**src/rtl/sample_buffer_timestamper_unit_defines.svh**
```systemverilog
// ----------------------------------------------------------------------------
// Sample buffer timestamper assertion macros
// Concurrent check wrappers; define NO_ASSERTIONS to compile them away.
// ----------------------------------------------------------------------------
`ifndef SAMPLE_BUFFER_TIMESTAMPER_UNIT_DEFINES_SVH
`define SAMPLE_BUFFER_TIMESTAMPER_UNIT_DEFINES_SVH

`ifndef NO_ASSERTIONS
// Property must hold at every clock edge outside reset
`define SBTS_ASSERT(lbl, prop, msg) \
  lbl: assert property (@(posedge clk_i) disable iff (!rst_ni) (prop)) else $error(msg);
// Condition must never hold outside reset
`define SBTS_ASSERT_NEVER(lbl, cond, msg) \
  lbl: assert property (@(posedge clk_i) disable iff (!rst_ni) !(cond)) else $error(msg);
`else
`define SBTS_ASSERT(lbl, prop, msg)
`define SBTS_ASSERT_NEVER(lbl, cond, msg)
`endif

`endif

```
**src/rtl/sbts_pkg.sv**
```systemverilog
// ----------------------------------------------------------------------------
// Sample buffer timestamper package
// Datapath widths, configuration constants, microcode word layout and the microcode program.
// ----------------------------------------------------------------------------
package sbts_pkg;

  localparam int unsigned DataW = 32;
  localparam int unsigned PosW  = 13;
  localparam int unsigned PcW   = 5;

  // Configuration register indexes
  localparam logic [1:0] CfgTicksPerSecond = 2'd0;
  localparam logic [1:0] CfgTicksPerSample = 2'd1;
  localparam logic [1:0] CfgTriggerDelay   = 2'd2;

  // Configuration reset values
  localparam logic [31:0] TpsReset   = 32'd60000000;
  localparam logic [15:0] TpsmReset  = 16'd60;
  localparam logic [15:0] TdReset    = 16'd2048;

  // Request kinds
  localparam logic [1:0] ReqStart   = 2'd0;
  localparam logic [1:0] ReqBufDone = 2'd1;
  localparam logic [1:0] ReqStop    = 2'd2;
  localparam logic [1:0] ReqUnknown = 2'd3;

  // Datapath operations
  typedef enum logic [3:0] {
    OP_NOP,
    OP_CAPTURE,
    OP_CLR,
    OP_DIV_ALIGN,
    OP_SYNC,
    OP_DIV_SPLIT,
    OP_SPLIT,
    OP_BUF_ADD,
    OP_BUF_WRAP,
    OP_POS,
    OP_MUL,
    OP_TADD,
    OP_TNEG,
    OP_TPOS,
    OP_EMIT
  } op_e;

  // Sequencer branch conditions
  typedef enum logic [2:0] {
    C_NEXT,     // fall through
    C_GOTO,     // unconditional jump
    C_NOACC,    // jump when no beat is taken
    C_REQ,      // jump to target plus request kind
    C_DIVBUSY,  // jump while the divider runs
    C_EMIT      // jump when the result slot is free, else hold
  } cond_e;

  typedef struct packed {
    op_e            op;
    cond_e          cond;
    logic [PcW-1:0] target;
  } ctrl_t;

  typedef struct packed {
    logic       accept;
    logic       div_busy;
    logic       out_free;
    logic [1:0] req;
  } status_t;

  // Program entry points
  localparam logic [PcW-1:0] PcIdle  = 5'd0;
  localparam logic [PcW-1:0] PcDisp  = 5'd2;
  localparam logic [PcW-1:0] PcStart = 5'd6;
  localparam logic [PcW-1:0] PcWaitA = 5'd7;
  localparam logic [PcW-1:0] PcWaitB = 5'd10;
  localparam logic [PcW-1:0] PcBufc  = 5'd12;
  localparam logic [PcW-1:0] PcStop  = 5'd14;
  localparam logic [PcW-1:0] PcEmit  = 5'd19;

  // Microcode program
  function automatic ctrl_t ucode(input logic [PcW-1:0] pc);
    ctrl_t w;
    w = '{op: OP_NOP, cond: C_GOTO, target: PcIdle};
    case (pc)
      5'd0:  w = '{op: OP_CAPTURE,   cond: C_NOACC,   target: PcIdle};
      5'd1:  w = '{op: OP_CLR,       cond: C_REQ,     target: PcDisp};
      5'd2:  w = '{op: OP_NOP,       cond: C_GOTO,    target: PcStart};
      5'd3:  w = '{op: OP_NOP,       cond: C_GOTO,    target: PcBufc};
      5'd4:  w = '{op: OP_NOP,       cond: C_GOTO,    target: PcStop};
      5'd5:  w = '{op: OP_NOP,       cond: C_GOTO,    target: PcEmit};
      5'd6:  w = '{op: OP_DIV_ALIGN, cond: C_NEXT,    target: PcIdle};
      5'd7:  w = '{op: OP_NOP,       cond: C_DIVBUSY, target: PcWaitA};
      5'd8:  w = '{op: OP_SYNC,      cond: C_NEXT,    target: PcIdle};
      5'd9:  w = '{op: OP_DIV_SPLIT, cond: C_NEXT,    target: PcIdle};
      5'd10: w = '{op: OP_NOP,       cond: C_DIVBUSY, target: PcWaitB};
      5'd11: w = '{op: OP_SPLIT,     cond: C_GOTO,    target: PcEmit};
      5'd12: w = '{op: OP_BUF_ADD,   cond: C_NEXT,    target: PcIdle};
      5'd13: w = '{op: OP_BUF_WRAP,  cond: C_GOTO,    target: PcEmit};
      5'd14: w = '{op: OP_POS,       cond: C_NEXT,    target: PcIdle};
      5'd15: w = '{op: OP_MUL,       cond: C_NEXT,    target: PcIdle};
      5'd16: w = '{op: OP_TADD,      cond: C_NEXT,    target: PcIdle};
      5'd17: w = '{op: OP_TNEG,      cond: C_NEXT,    target: PcIdle};
      5'd18: w = '{op: OP_TPOS,      cond: C_GOTO,    target: PcEmit};
      5'd19: w = '{op: OP_EMIT,      cond: C_EMIT,    target: PcIdle};
      default: w = '{op: OP_NOP,     cond: C_GOTO,    target: PcIdle};
    endcase
    return w;
  endfunction

endpackage

```
**src/rtl/sbts_div.sv**
```systemverilog
// ----------------------------------------------------------------------------
// Sample buffer timestamper divider
// Unsigned 32-bit restoring divider, two quotient bits per cycle.
// ----------------------------------------------------------------------------
module sbts_div (
  input  logic                        clk_i,
  input  logic                        rst_ni,
  input  logic                        start_i,
  input  logic [sbts_pkg::DataW-1:0]  dividend_i,
  input  logic [sbts_pkg::DataW-1:0]  divisor_i,
  output logic                        busy_o,
  output logic [sbts_pkg::DataW-1:0]  quotient_o,
  output logic [sbts_pkg::DataW-1:0]  remainder_o
);

  localparam int unsigned W     = sbts_pkg::DataW;
  localparam int unsigned Iters = W / 2;
  localparam int unsigned CntW  = $clog2(Iters);

  logic                busy_q;
  logic [CntW-1:0]     cnt_q;
  logic [W-1:0]        rem_q, rem_d;
  logic [W-1:0]        quo_q, quo_d;
  logic [W-1:0]        dvs_q;
  logic [W:0]          r1, r2;
  logic                ge1, ge2;
  logic [W-1:0]        r1s;

  // Two dependent shift/compare/subtract steps
  always_comb begin
    r1    = {rem_q, quo_q[W-1]};
    ge1   = (r1 >= {1'b0, dvs_q});
    r1s   = ge1 ? W'(r1 - {1'b0, dvs_q}) : W'(r1);
    r2    = {r1s, quo_q[W-2]};
    ge2   = (r2 >= {1'b0, dvs_q});
    rem_d = ge2 ? W'(r2 - {1'b0, dvs_q}) : W'(r2);
    quo_d = {quo_q[W-3:0], ge1, ge2};
  end

  // Control: load on start, count down the iterations
  always_ff @(posedge clk_i or negedge rst_ni) begin
    if (!rst_ni) begin
      busy_q <= 1'b0;
      cnt_q  <= '0;
    end else if (start_i) begin
      busy_q <= 1'b1;
      cnt_q  <= CntW'(Iters - 1);
    end else if (busy_q) begin
      if (cnt_q == '0) begin
        busy_q <= 1'b0;
      end
      cnt_q <= cnt_q - 1'b1;
    end
  end

  // Datapath: partial remainder and quotient shift register
  always_ff @(posedge clk_i) begin
    if (start_i) begin
      rem_q <= '0;
      quo_q <= dividend_i;
      dvs_q <= divisor_i;
    end else if (busy_q) begin
      rem_q <= rem_d;
      quo_q <= quo_d;
    end
  end

  assign busy_o      = busy_q;
  assign quotient_o  = quo_q;
  assign remainder_o = rem_q;

endmodule

```
**src/rtl/sbts_seq.sv**
```systemverilog
// ----------------------------------------------------------------------------
// Sample buffer timestamper sequencer
// Step counter over the microcode table with conditional jumps.
// ----------------------------------------------------------------------------
module sbts_seq (
  input  logic              clk_i,
  input  logic              rst_ni,
  input  sbts_pkg::status_t status_i,
  output sbts_pkg::ctrl_t   ctrl_o,
  output logic              idle_o
);

  localparam int unsigned PcW = sbts_pkg::PcW;

  logic [PcW-1:0]  pc_q, pc_d;
  sbts_pkg::ctrl_t ctrl;

  assign ctrl = sbts_pkg::ucode(pc_q);

  // Pick the next step
  always_comb begin
    pc_d = pc_q + 1'b1;
    case (ctrl.cond)
      sbts_pkg::C_NEXT:    pc_d = pc_q + 1'b1;
      sbts_pkg::C_GOTO:    pc_d = ctrl.target;
      sbts_pkg::C_NOACC:   pc_d = status_i.accept ? pc_q + 1'b1 : ctrl.target;
      sbts_pkg::C_REQ:     pc_d = ctrl.target + {{(PcW-2){1'b0}}, status_i.req};
      sbts_pkg::C_DIVBUSY: pc_d = status_i.div_busy ? ctrl.target : pc_q + 1'b1;
      sbts_pkg::C_EMIT:    pc_d = status_i.out_free ? ctrl.target : pc_q;
      default:             pc_d = sbts_pkg::PcIdle;
    endcase
  end

  // Advance the step counter
  always_ff @(posedge clk_i or negedge rst_ni) begin
    if (!rst_ni) begin
      pc_q <= sbts_pkg::PcIdle;
    end else begin
      pc_q <= pc_d;
    end
  end

  assign ctrl_o = ctrl;
  assign idle_o = (pc_q == sbts_pkg::PcIdle);

endmodule

```
**src/rtl/sample_buffer_timestamper_unit.sv**
```systemverilog
// ----------------------------------------------------------------------------
// Sample buffer timestamper unit
// Start: align and split divisions on the shared divider; buffer complete: add, wrap.
// Stop: position, multiply, add, borrow, carry; next beat the cycle after results load.
// Reset clears the buffer start time and loads the register defaults; no sweep.
// ----------------------------------------------------------------------------
`include "sample_buffer_timestamper_unit_defines.svh"

module sample_buffer_timestamper_unit #(
  parameter int unsigned BUF_SAMPLES = 4096
) (
  input  logic               clk_i,
  input  logic               rst_ni,
  // configuration
  input  logic               cfg_we_i,
  input  logic [1:0]         cfg_idx_i,
  input  logic [31:0]        cfg_data_i,
  // event channel
  input  logic               in_valid_i,
  output logic               in_stall_o,
  input  logic [1:0]         req_type_i,
  input  logic [31:0]        counter_now_i,
  input  logic [12:0]        dma_remaining_i,
  // result channel
  output logic               out_valid_o,
  input  logic               out_stall_i,
  output logic [31:0]        sync_tick_o,
  output logic [31:0]        buf_seconds_o,
  output logic [31:0]        buf_ticks_o,
  output logic [12:0]        stop_position_o,
  output logic [31:0]        trig_seconds_o,
  output logic signed [31:0] trig_ticks_o
);

  localparam int unsigned W    = sbts_pkg::DataW;
  localparam int unsigned PosW = sbts_pkg::PosW;
  localparam logic [W-1:0] BufSize = W'(BUF_SAMPLES);

  // Configuration registers
  logic [31:0] tps_q;
  logic [15:0] tpsm_q;
  logic [15:0] td_q;
  logic [W-1:0] len_q;

  // Captured event
  logic [1:0]      req_q;
  logic [W-1:0]    now_q;
  logic [PosW-1:0] rem_q;

  // Buffer start time
  logic [W-1:0] start_sec_q;
  logic [W-1:0] start_ticks_q;

  // Working and result registers
  logic [W-1:0]    acc_q;
  logic [W-1:0]    sync_q;
  logic [PosW-1:0] pos_q;
  logic [W-1:0]    tsec_q;
  logic [W-1:0]    ttk_q;

  // Output stage
  logic            out_valid_q;
  logic [W-1:0]    o_sync_q, o_bsec_q, o_btk_q, o_tsec_q, o_ttk_q;
  logic [PosW-1:0] o_pos_q;

  sbts_pkg::ctrl_t   ctrl;
  sbts_pkg::status_t status;
  logic              seq_idle;
  logic              accept;
  logic              out_free;

  logic              div_start;
  logic [W-1:0]      div_a, div_b, div_q, div_r;
  logic              div_busy;

  logic [W-1:0]      full_pos;

  assign accept   = in_valid_i && seq_idle;
  assign out_free = !out_valid_q || !out_stall_i;

  assign status = '{accept: accept, div_busy: div_busy, out_free: out_free, req: req_q};

  sbts_seq u_seq (
    .clk_i    (clk_i),
    .rst_ni   (rst_ni),
    .status_i (status),
    .ctrl_o   (ctrl),
    .idle_o   (seq_idle)
  );

  // Route divider operands for the align and split divisions
  assign div_start = (ctrl.op == sbts_pkg::OP_DIV_ALIGN) || (ctrl.op == sbts_pkg::OP_DIV_SPLIT);
  assign div_a     = (ctrl.op == sbts_pkg::OP_DIV_ALIGN) ? now_q : sync_q;
  assign div_b     = (ctrl.op == sbts_pkg::OP_DIV_ALIGN) ? len_q : tps_q;

  sbts_div u_div (
    .clk_i       (clk_i),
    .rst_ni      (rst_ni),
    .start_i     (div_start),
    .dividend_i  (div_a),
    .divisor_i   (div_b),
    .busy_o      (div_busy),
    .quotient_o  (div_q),
    .remainder_o (div_r)
  );

  // Configuration writes; hold the buffer length registered
  always_ff @(posedge clk_i or negedge rst_ni) begin
    if (!rst_ni) begin
      tps_q  <= sbts_pkg::TpsReset;
      tpsm_q <= sbts_pkg::TpsmReset;
      td_q   <= sbts_pkg::TdReset;
      len_q  <= BufSize * {16'd0, sbts_pkg::TpsmReset};
    end else begin
      if (cfg_we_i) begin
        case (cfg_idx_i)
          sbts_pkg::CfgTicksPerSecond: tps_q  <= cfg_data_i;
          sbts_pkg::CfgTicksPerSample: tpsm_q <= cfg_data_i[15:0];
          sbts_pkg::CfgTriggerDelay:   td_q   <= cfg_data_i[15:0];
          default: ;
        endcase
      end
      len_q <= BufSize * {16'd0, tpsm_q};
    end
  end

  assign full_pos = BufSize - {{(W-PosW){1'b0}}, rem_q};

  // Buffer start time, updated by start and buffer-complete
  always_ff @(posedge clk_i or negedge rst_ni) begin
    if (!rst_ni) begin
      start_sec_q   <= '0;
      start_ticks_q <= '0;
    end else begin
      case (ctrl.op)
        sbts_pkg::OP_SPLIT: begin
          if (tps_q == '0) begin
            start_sec_q   <= '0;
            start_ticks_q <= sync_q;
          end else begin
            start_sec_q   <= div_q;
            start_ticks_q <= div_r;
          end
        end
        sbts_pkg::OP_BUF_WRAP: begin
          if (acc_q >= tps_q) begin
            start_ticks_q <= acc_q - tps_q;
            start_sec_q   <= start_sec_q + 1'b1;
          end else begin
            start_ticks_q <= acc_q;
          end
        end
        default: ;
      endcase
    end
  end

  // Datapath steps driven by the control word
  always_ff @(posedge clk_i) begin
    case (ctrl.op)
      sbts_pkg::OP_CAPTURE: begin
        if (accept) begin
          req_q <= req_type_i;
          now_q <= counter_now_i;
          rem_q <= dma_remaining_i;
        end
      end
      sbts_pkg::OP_CLR: begin
        sync_q <= '0;
        pos_q  <= '0;
        tsec_q <= '0;
        ttk_q  <= '0;
      end
      sbts_pkg::OP_SYNC: begin
        // align down to a buffer boundary, then two buffer lengths ahead
        sync_q <= ((len_q == '0) ? '0 : (now_q - div_r)) + {len_q[W-2:0], 1'b0};
      end
      sbts_pkg::OP_BUF_ADD: begin
        acc_q <= start_ticks_q + len_q;
      end
      sbts_pkg::OP_POS: begin
        pos_q <= full_pos[PosW-1:0];
        acc_q <= full_pos - {16'd0, td_q};
      end
      sbts_pkg::OP_MUL: begin
        acc_q <= acc_q * {16'd0, tpsm_q};
      end
      sbts_pkg::OP_TADD: begin
        ttk_q  <= start_ticks_q + acc_q;
        tsec_q <= start_sec_q;
      end
      sbts_pkg::OP_TNEG: begin
        // borrow a second when the trigger falls before the second
        if (ttk_q[W-1]) begin
          ttk_q  <= ttk_q + tps_q;
          tsec_q <= tsec_q - 1'b1;
        end
      end
      sbts_pkg::OP_TPOS: begin
        // carry a second when the trigger lands past it
        if ($signed(ttk_q) >= $signed(tps_q)) begin
          ttk_q  <= ttk_q - tps_q;
          tsec_q <= tsec_q + 1'b1;
        end
      end
      default: ;
    endcase
  end

  // Result beat valid flag
  always_ff @(posedge clk_i or negedge rst_ni) begin
    if (!rst_ni) begin
      out_valid_q <= 1'b0;
    end else if ((ctrl.op == sbts_pkg::OP_EMIT) && out_free) begin
      out_valid_q <= 1'b1;
    end else if (!out_stall_i) begin
      out_valid_q <= 1'b0;
    end
  end

  // Load the result beat
  always_ff @(posedge clk_i) begin
    if ((ctrl.op == sbts_pkg::OP_EMIT) && out_free) begin
      o_sync_q <= sync_q;
      o_bsec_q <= start_sec_q;
      o_btk_q  <= start_ticks_q;
      o_pos_q  <= pos_q;
      o_tsec_q <= tsec_q;
      o_ttk_q  <= ttk_q;
    end
  end

  assign in_stall_o      = !seq_idle;
  assign out_valid_o     = out_valid_q;
  assign sync_tick_o     = o_sync_q;
  assign buf_seconds_o   = o_bsec_q;
  assign buf_ticks_o     = o_btk_q;
  assign stop_position_o = o_pos_q;
  assign trig_seconds_o  = o_tsec_q;
  assign trig_ticks_o    = $signed(o_ttk_q);

  // Checks
  `SBTS_ASSERT_NEVER(a_no_accept_in_div, div_busy && !in_stall_o, "beat taken while dividing")
  `SBTS_ASSERT(a_div_wait, div_busy |-> (ctrl.cond == sbts_pkg::C_DIVBUSY), "divider runs unwatched")
  `SBTS_ASSERT(a_accept_clr, (in_valid_i && !in_stall_o) |=> (ctrl.op == sbts_pkg::OP_CLR), "no dispatch after beat")
  `SBTS_ASSERT(a_start_upd, !$stable(start_ticks_q) |-> ($past(ctrl.op) == sbts_pkg::OP_SPLIT || $past(ctrl.op) == sbts_pkg::OP_BUF_WRAP), "start time changed outside an event")

endmodule
```
**config.mk**
```make
export PLATFORM = sky130hd
export DESIGN_NAME = sample_buffer_timestamper_unit
export DESIGN_NICKNAME = d
export VERILOG_FILES = /design/src/rtl/sbts_pkg.sv /design/src/rtl/sbts_div.sv /design/src/rtl/sbts_seq.sv /design/src/rtl/sample_buffer_timestamper_unit.sv
export VERILOG_INCLUDE_DIRS = /design/src /design/src/rtl
export SDC_FILE = /design/constraint.sdc
export NUM_CORES = 2
export LEC_CHECK = 0
export BUFFER_PORTS_ARGS = -buffer_cell sky130_fd_sc_hd__buf_4
export CORE_MARGIN = 2
export CORE_UTILIZATION = 50
export DETAILED_ROUTE_END_ITERATION = 10
export MAX_ROUTING_LAYER = met4
export PLACE_DENSITY = 0.79
export SKIP_CTS_REPAIR_TIMING = 1
export SYNTH_ARGS = -nofsm -noshare
export SYNTH_HDL_FRONTEND = slang
export SYNTH_SLANG_ARGS = --single-unit
```
**constraint.sdc**
```tcl
create_clock -name clk_i -period 16.36 [get_ports clk_i]
set_clock_uncertainty 0.05 [all_clocks]
set_input_delay 3.272 -clock clk_i [delete_from_list [all_inputs] [get_ports clk_i]]
set_output_delay 3.272 -clock clk_i [all_outputs]
set_load 0.01 [all_outputs]
```
# [Word-level counts from Yosys, hierarchy flattened]
# Memory sizes are Yosys's and may differ from the RTL's.
# Cells that the tools add are included.
[op_classes] n_reduce_logical=26 muxes=33 multipliers=1 addsub=17 order_cmp=4 eq_ne=26
[ops] operator="2-to-1 mux 32 bit" n=14
[ops] operator="case mux 32 bit (4 select lines)" n=2
[ops] operator="case mux 32 bit (2 select lines)" n=3
[ops] operator="subtractor 32 bit" n=5
[ops] operator="case mux 32 bit (3 select lines)" n=1
[ops] operator="greater-or-equal comparator 33 x 32 -> 1 bit" n=2
[ops] operator="adder 32 x 1 -> 32 bit, second input constant" n=2
[ops] operator="adder 32 bit" n=2
[ops] operator="greater-or-equal comparator 32 bit" n=2
[ops] operator="logical NOT 32 bit" n=2
[ops] operator="adder 32 x 28 -> 32 bit" n=1
[ops] operator="adder 32 x 29 -> 32 bit" n=1
[ops] operator="multiplier 32 x 16 -> 32 bit" n=1
[ops] operator="subtractor 32 x 1 -> 32 bit, second input constant" n=1
[ops] operator="case mux 5 bit (6 select lines)" n=1
[ops] operator="== test 4 bit, second input constant" n=7
[ops] operator="2-to-1 mux 28 bit" n=1
[ops] operator="case mux 13 bit (2 select lines)" n=1
[ops] operator="subtractor 14 x 17 -> 18 bit" n=1
[ops] operator="== test 4 x 3 -> 1 bit, second input constant" n=4
[ops] operator="2-to-1 mux 5 bit" n=3
[ops] operator="subtractor 13 x 13 -> 14 bit, first input constant" n=1
[ops] operator="AND reduction 2 bit" n=6
[ops] operator="== test 4 x 2 -> 1 bit, second input constant" n=2
[ops] operator="other kinds (24)" n=41
[totals] n_memories=1 input_bits=86 regBits=612 output_inout_bits=175 word_cells=138 rom_bits=384
[mem_list] memory="(no name shown)" depth=32 width=12 read_ports=1 rd_clocked_by_memory_dff=0 wr=0 line_no="sbts_pkg.sv:83" source="case (pc)"

# [Logic depth before layout (Yosys ltp)]
[depth] word_depth=5 ltp_mapped=27

# [By module]
# From an unflattened synthesis, not the netlist that was laid out.
[unflattened] hier_cells=5393 hier_area_um2=51808.4
[by_module_without_submodules] mod="sample_buffer_timestamper_unit" area_each_um2=42975.0 instances=1 cells_per_inst=4435
[by_module_without_submodules] mod="sbts_div" area_each_um2=7897.6 instances=1 cells_per_inst=837
[by_module_without_submodules] mod="sbts_seq" area_each_um2=935.9 instances=1 cells_per_inst=121

# [Worst setup path before layout]
# No wires, ideal clock.
[synth_timing] path_type="input to register" startpoint="input port out_stall_i" endpoint="register o_bsec_q[0], in the netlist buf_seconds_o[0] (enable)" path_buffers=0 stages=1 arrival_time_ps=11600 path_slack_ps=3947 setup_ps=763 cell_sequence="a21oi_1"
[synth_via] elab_chain_len=3
[synth_lines] element="from (decl)" line_no="sample_buffer_timestamper_unit.sv:26" source="input logic out_stall_i,"
[synth_lines] element="logical NOT 1 bit"
[synth_lines] element="logical OR 1 bit" line_no="sample_buffer_timestamper_unit.sv:79" source="assign out_free = !out_valid_q || !out_stall_i;"
[synth_lines] element="logical AND 1 bit" line_no="sample_buffer_timestamper_unit.sv:223" source="if ((ctrl.op == sbts_pkg::OP_EMIT) && out_free) begin"
[synth_lines] element="to (signal assigned)" line_no="sample_buffer_timestamper_unit.sv:225" source="o_bsec_q <= start_sec_q;"
[synth_lines] element="to (decl)" line_no="sample_buffer_timestamper_unit.sv:63" source="logic [W-1:0] o_sync_q, o_bsec_q, o_btk_q, o_tsec_q, o_ttk_q;"
# Every way passes these cells.
# A chain may end at the register's enable or synchronous reset.

# [Final worst setup path]
[layout_timing] startpoint="register u_div.dvs_q[1]" endpoint="register u_div.rem_q[19], in the netlist u_div.remainder_o[19]"
[layout_via] elab_chain_len=4 elab_cells_between_ends=6 cone_classes="2 x add/sub; 2 x order compare; 2 x mux"
[layout_lines] element="from (decl)" line_no="sbts_div.sv:24" source="logic [W-1:0] dvs_q;"
[layout_lines] element="from (signal assigned)" line_no="sbts_div.sv:61" source="dvs_q <= divisor_i;"
[layout_lines] element="subtractor 32 bit / greater-or-equal comparator 33 x 32 -> 1 bit (equally long branches)" line_no="sbts_div.sv:33, sbts_div.sv:32"
[layout_lines] element="2-to-1 mux 32 bit" line_no="sbts_div.sv:33" source="r1s = ge1 ? W'(r1 - {1'b0, dvs_q}) : W'(r1);"
[layout_lines] element="subtractor 32 bit / greater-or-equal comparator 33 x 32 -> 1 bit (equally long branches)" line_no="sbts_div.sv:36, sbts_div.sv:35"
[layout_lines] element="2-to-1 mux 32 bit *" line_no="sbts_div.sv:36" source="rem_d = ge2 ? W'(r2 - {1'b0, dvs_q}) : W'(r2);"
[layout_lines] element="to (signal assigned)" line_no="sbts_div.sv:63" source="rem_q <= rem_d;"
[layout_lines] element="to (decl)" line_no="sbts_div.sv:22" source="logic [W-1:0] rem_q, rem_d;"
# Every way passes the cells marked *; elsewhere a longest branch is shown, timed or not.

==> impl_results.md <==
- # clock sinks: 612
- Worst-Margin Slew: 1120 ps
- Number of synthesized flops with an enable pin: 425
- Setup TNS: 0 ps
- Cell Rows: 116
- Largest net degree at the start of global routing: 87
- Die Y: 322 microns
- Ports: 261
- Antenna violations before repair: 12
- Synth top area cells: edfxtp_1 25%, fa_1 12%, ha_1 9.3%
- Syn Area/Cell: 9.43 sq um
- Post-Syn Nets: 6156
- Cells after Synth: 5379
- Final Hold Violating Endpoints: 0
- Gr ovfl total: 0
- Detailed-placement wirelength estimate: 133000 microns
- Via count: 43265
- Synth Register Bits: 612
- Sequential area share after synthesis: 0.341
- Hold Path Class: reg -> reg
- Fmax: 134 MHz
- RSZ-0062 raised after global routing: no
- Crit path max fanout: 61
- Via-per-instance ratio: 6.20
- Die area: 104000 sq um
- Cts bufs inserted: 72
- Design area: 56500 sq um
- Mapped cell area: 50700 sq um
- Gr usage total: 0.343
- Vias in the first global route: 42093
- Core area: 100000 sq um
- WP data arrival: 7920 ps
- Final setup vio count: 0
- Drt first-iter violations: 5292
- CTS Buffer Depth: 3
- Initial DRT Pass Iterations: 6
- Startpoint types: register
- Top cell type's share of synthesized area: 0.252
- Residual DRC: 0
- Synth async-reset ratio: 0.253
- CP required: 16830 ps
- DP Area: 54000 sq um
- Syn. warnings: 0
- DIE WIDTH: 322 microns
- Crit Path Class: reg -> reg
- CTS tree: yes
- Post-detailed-route count of antenna-violating nets: 0
- Initial Utilization: 0.506
- Cell accounting for the most synthesized area: edfxtp_1
- Root buf cell: clkbuf_16
- Routability cong.: 1.05
- Reg clk slew, reported paths: 60 ps
- Final Max Slew Viols: 0
- Share of cells above drive strength 1: 0.101
- Clk_lat worst skew: 680 ps
- Max-cap violations: 0
- Drt total wl: 174000 microns
- First-pass GRT wire length: 259000 microns
- NumNets Final: 6329
- Relative slew slack: 0.255
- Tmin final: 7450 ps
- Crit end category: register
- Wire per inst: 24.9 microns
- Synthesis-to-finish area growth: 11.5%
- Status: finished, final reports clean
- # fillers: 8655
- IO buf count: 260
- Cell variety after synth: 86
- H-tree level count: 3
- Most used DFF post-synth: edfxtp_1
- Period utilisation layout: 0.455
-- cell type report --
class,count,area (sq um),area share
diodes,12,30.0,0.000531
clock buffers,88,1910,0.0338
clock inverters,46,584,0.0103
inverters,568,2130,0.0377
multi-input cells,3983,30500,0.540
flip-flops and latches,612,17300,0.306
well taps,1357,1700,0.0300
repair buffers,315,2370,0.0419
-- final timing paths --
| check | cells past startpoint | from | end | slack, ps |
|---|---|---|---|---|
| max | 23 | u_div.dvs_q[1] | u_div.remainder_o[19] | 8910 |
| min | 0 | pos_q[6] | stop_position_o[6] | 370 |
| max reg2reg | 23 | u_div.dvs_q[1] | u_div.remainder_o[19] | 8910 |
| min reg2reg | 0 | pos_q[6] | stop_position_o[6] | 370 |
| max in group asynchronous | 3 | rst_ni | u_div.busy_o | 11600 |
| min in group asynchronous | 1 | rst_ni | start_sec_q[6] | 2450 |
-- per-stage QoR --
stage,hold WS (ps),worst slack [ps],cells,utilization
final,366,8910,6981,0.564
after global routing,374,8530,6978,0.564
after CTS,370,9040,6969,0.564
after detailed placement,357,9050,6835,0.539
after global placement,352,9250,6835,0.539
after floorplan,302,3950,5379,-
-- worst max-delay path, stage by stage, from the launching register on --
cell	delay (ps)
edfxtp_1	360
inv_1	180
ha_1	280
nor2b_1	140
o31a_1	280
o41a_1	370
o41ai_2	550
o21a_1	290
o311a_2	500
buf_4	460
mux2i_1	400
ha_1	310
nor2b_1	150
o31a_1	290
o2111ai_1	270
nand2_1	200
a31oi_1	400
o31ai_1	190
a221o_1	390
a21oi_4	110
buf_4	550
and3b_1	250
a211oi_1	230
a211oi_1	70
-- sequential cells by signal (all words and copies together), names as in the netlist, 13 cells and up --
signal and flops:
acc_q 32, buf_seconds_o 32, buf_ticks_o 32, now_q 32, start_sec_q 32, start_ticks_q 32, sync_q 32, sync_tick_o 32
tps_q 32, trig_seconds_o 32, trig_ticks_o 32, tsec_q 32, ttk_q 32, u_div.dvs_q 32, u_div.quotient_o 32, u_div.remainder_o 32
len_q 16, td_q 16, tpsm_q 16, pos_q 13, rem_q 13, stop_position_o 13
-- cell families after synthesis --
group,count (synthesis),share of synthesized area
adders and majority gates,691,0.217
AOI/OAI and AO/OA,1362,0.171
muxes,112,0.0239
buffers and inverters,784,0.0587
and+or+nand+nor,1559,0.143
DFF,612,0.341
xor gates and xnor gates,259,0.0447
-- synth_stat cells (28+ instances only) --
master / n
and3_1: 32
a211oi_1: 69
a21oi_1: 389
o21ai_0: 299
nor3_1: 83
mux2i_1: 59
o221ai_1: 31
o22ai_1: 57
clkbuf_1: 190
and2_1: 168
nor2b_1: 46
o31ai_1: 28
a21o_1: 128
edfxtp_1: 425
o21a_1: 42
dfrtp_1: 136
nand2b_1: 40
fa_1: 316
dfxtp_1: 32
a31oi_1: 54
nand3_1: 103
o21bai_1: 38
nand4_1: 35
ha_1: 375
mux2_2: 51
nor2_1: 356
xnor2_1: 142
inv_1: 567
xor2_1: 117
nand2_1: 588
-- layer usage --
layer	up-vias	wire length, microns	global-route usage
met5	-	0	-
li1	19262	-	-
met2	2524	74900	0.498
met1	20908	65200	0.422
met4	0	12200	0.206
met3	571	21500	0.103
-- cell usage in the layout, fill, tap and decap left out, drive strengths merged, types with 16 or more instances in the layout --
cell type and instances:
fa 316, nor2 356, o31ai 28, dfxtp 32
o211ai 23, xor2 117, ha 375, nand4 35
or3 27, o221ai 31, a31oi 54, o21a 42
a31o 16, edfxtp 425, a21oi 390, o22ai 57
nor2b 46, nand2b 40, clkbuf 88, or2 16
nor4 27, inv 574, buf 315, and2 168
clkinv 23, nand3 104, and3 32, o21ai 304
nor3 83, xnor2 142, mux2i 59, dfrtp 136
dfstp 19, a21o 128, a211oi 71, o21bai 38
mux2 51, a221oi 27, nand2 588
Power is left out: the tool's default activity adds up to more than one toggle a clock period on the data nets, which glitch-free logic cannot reach.
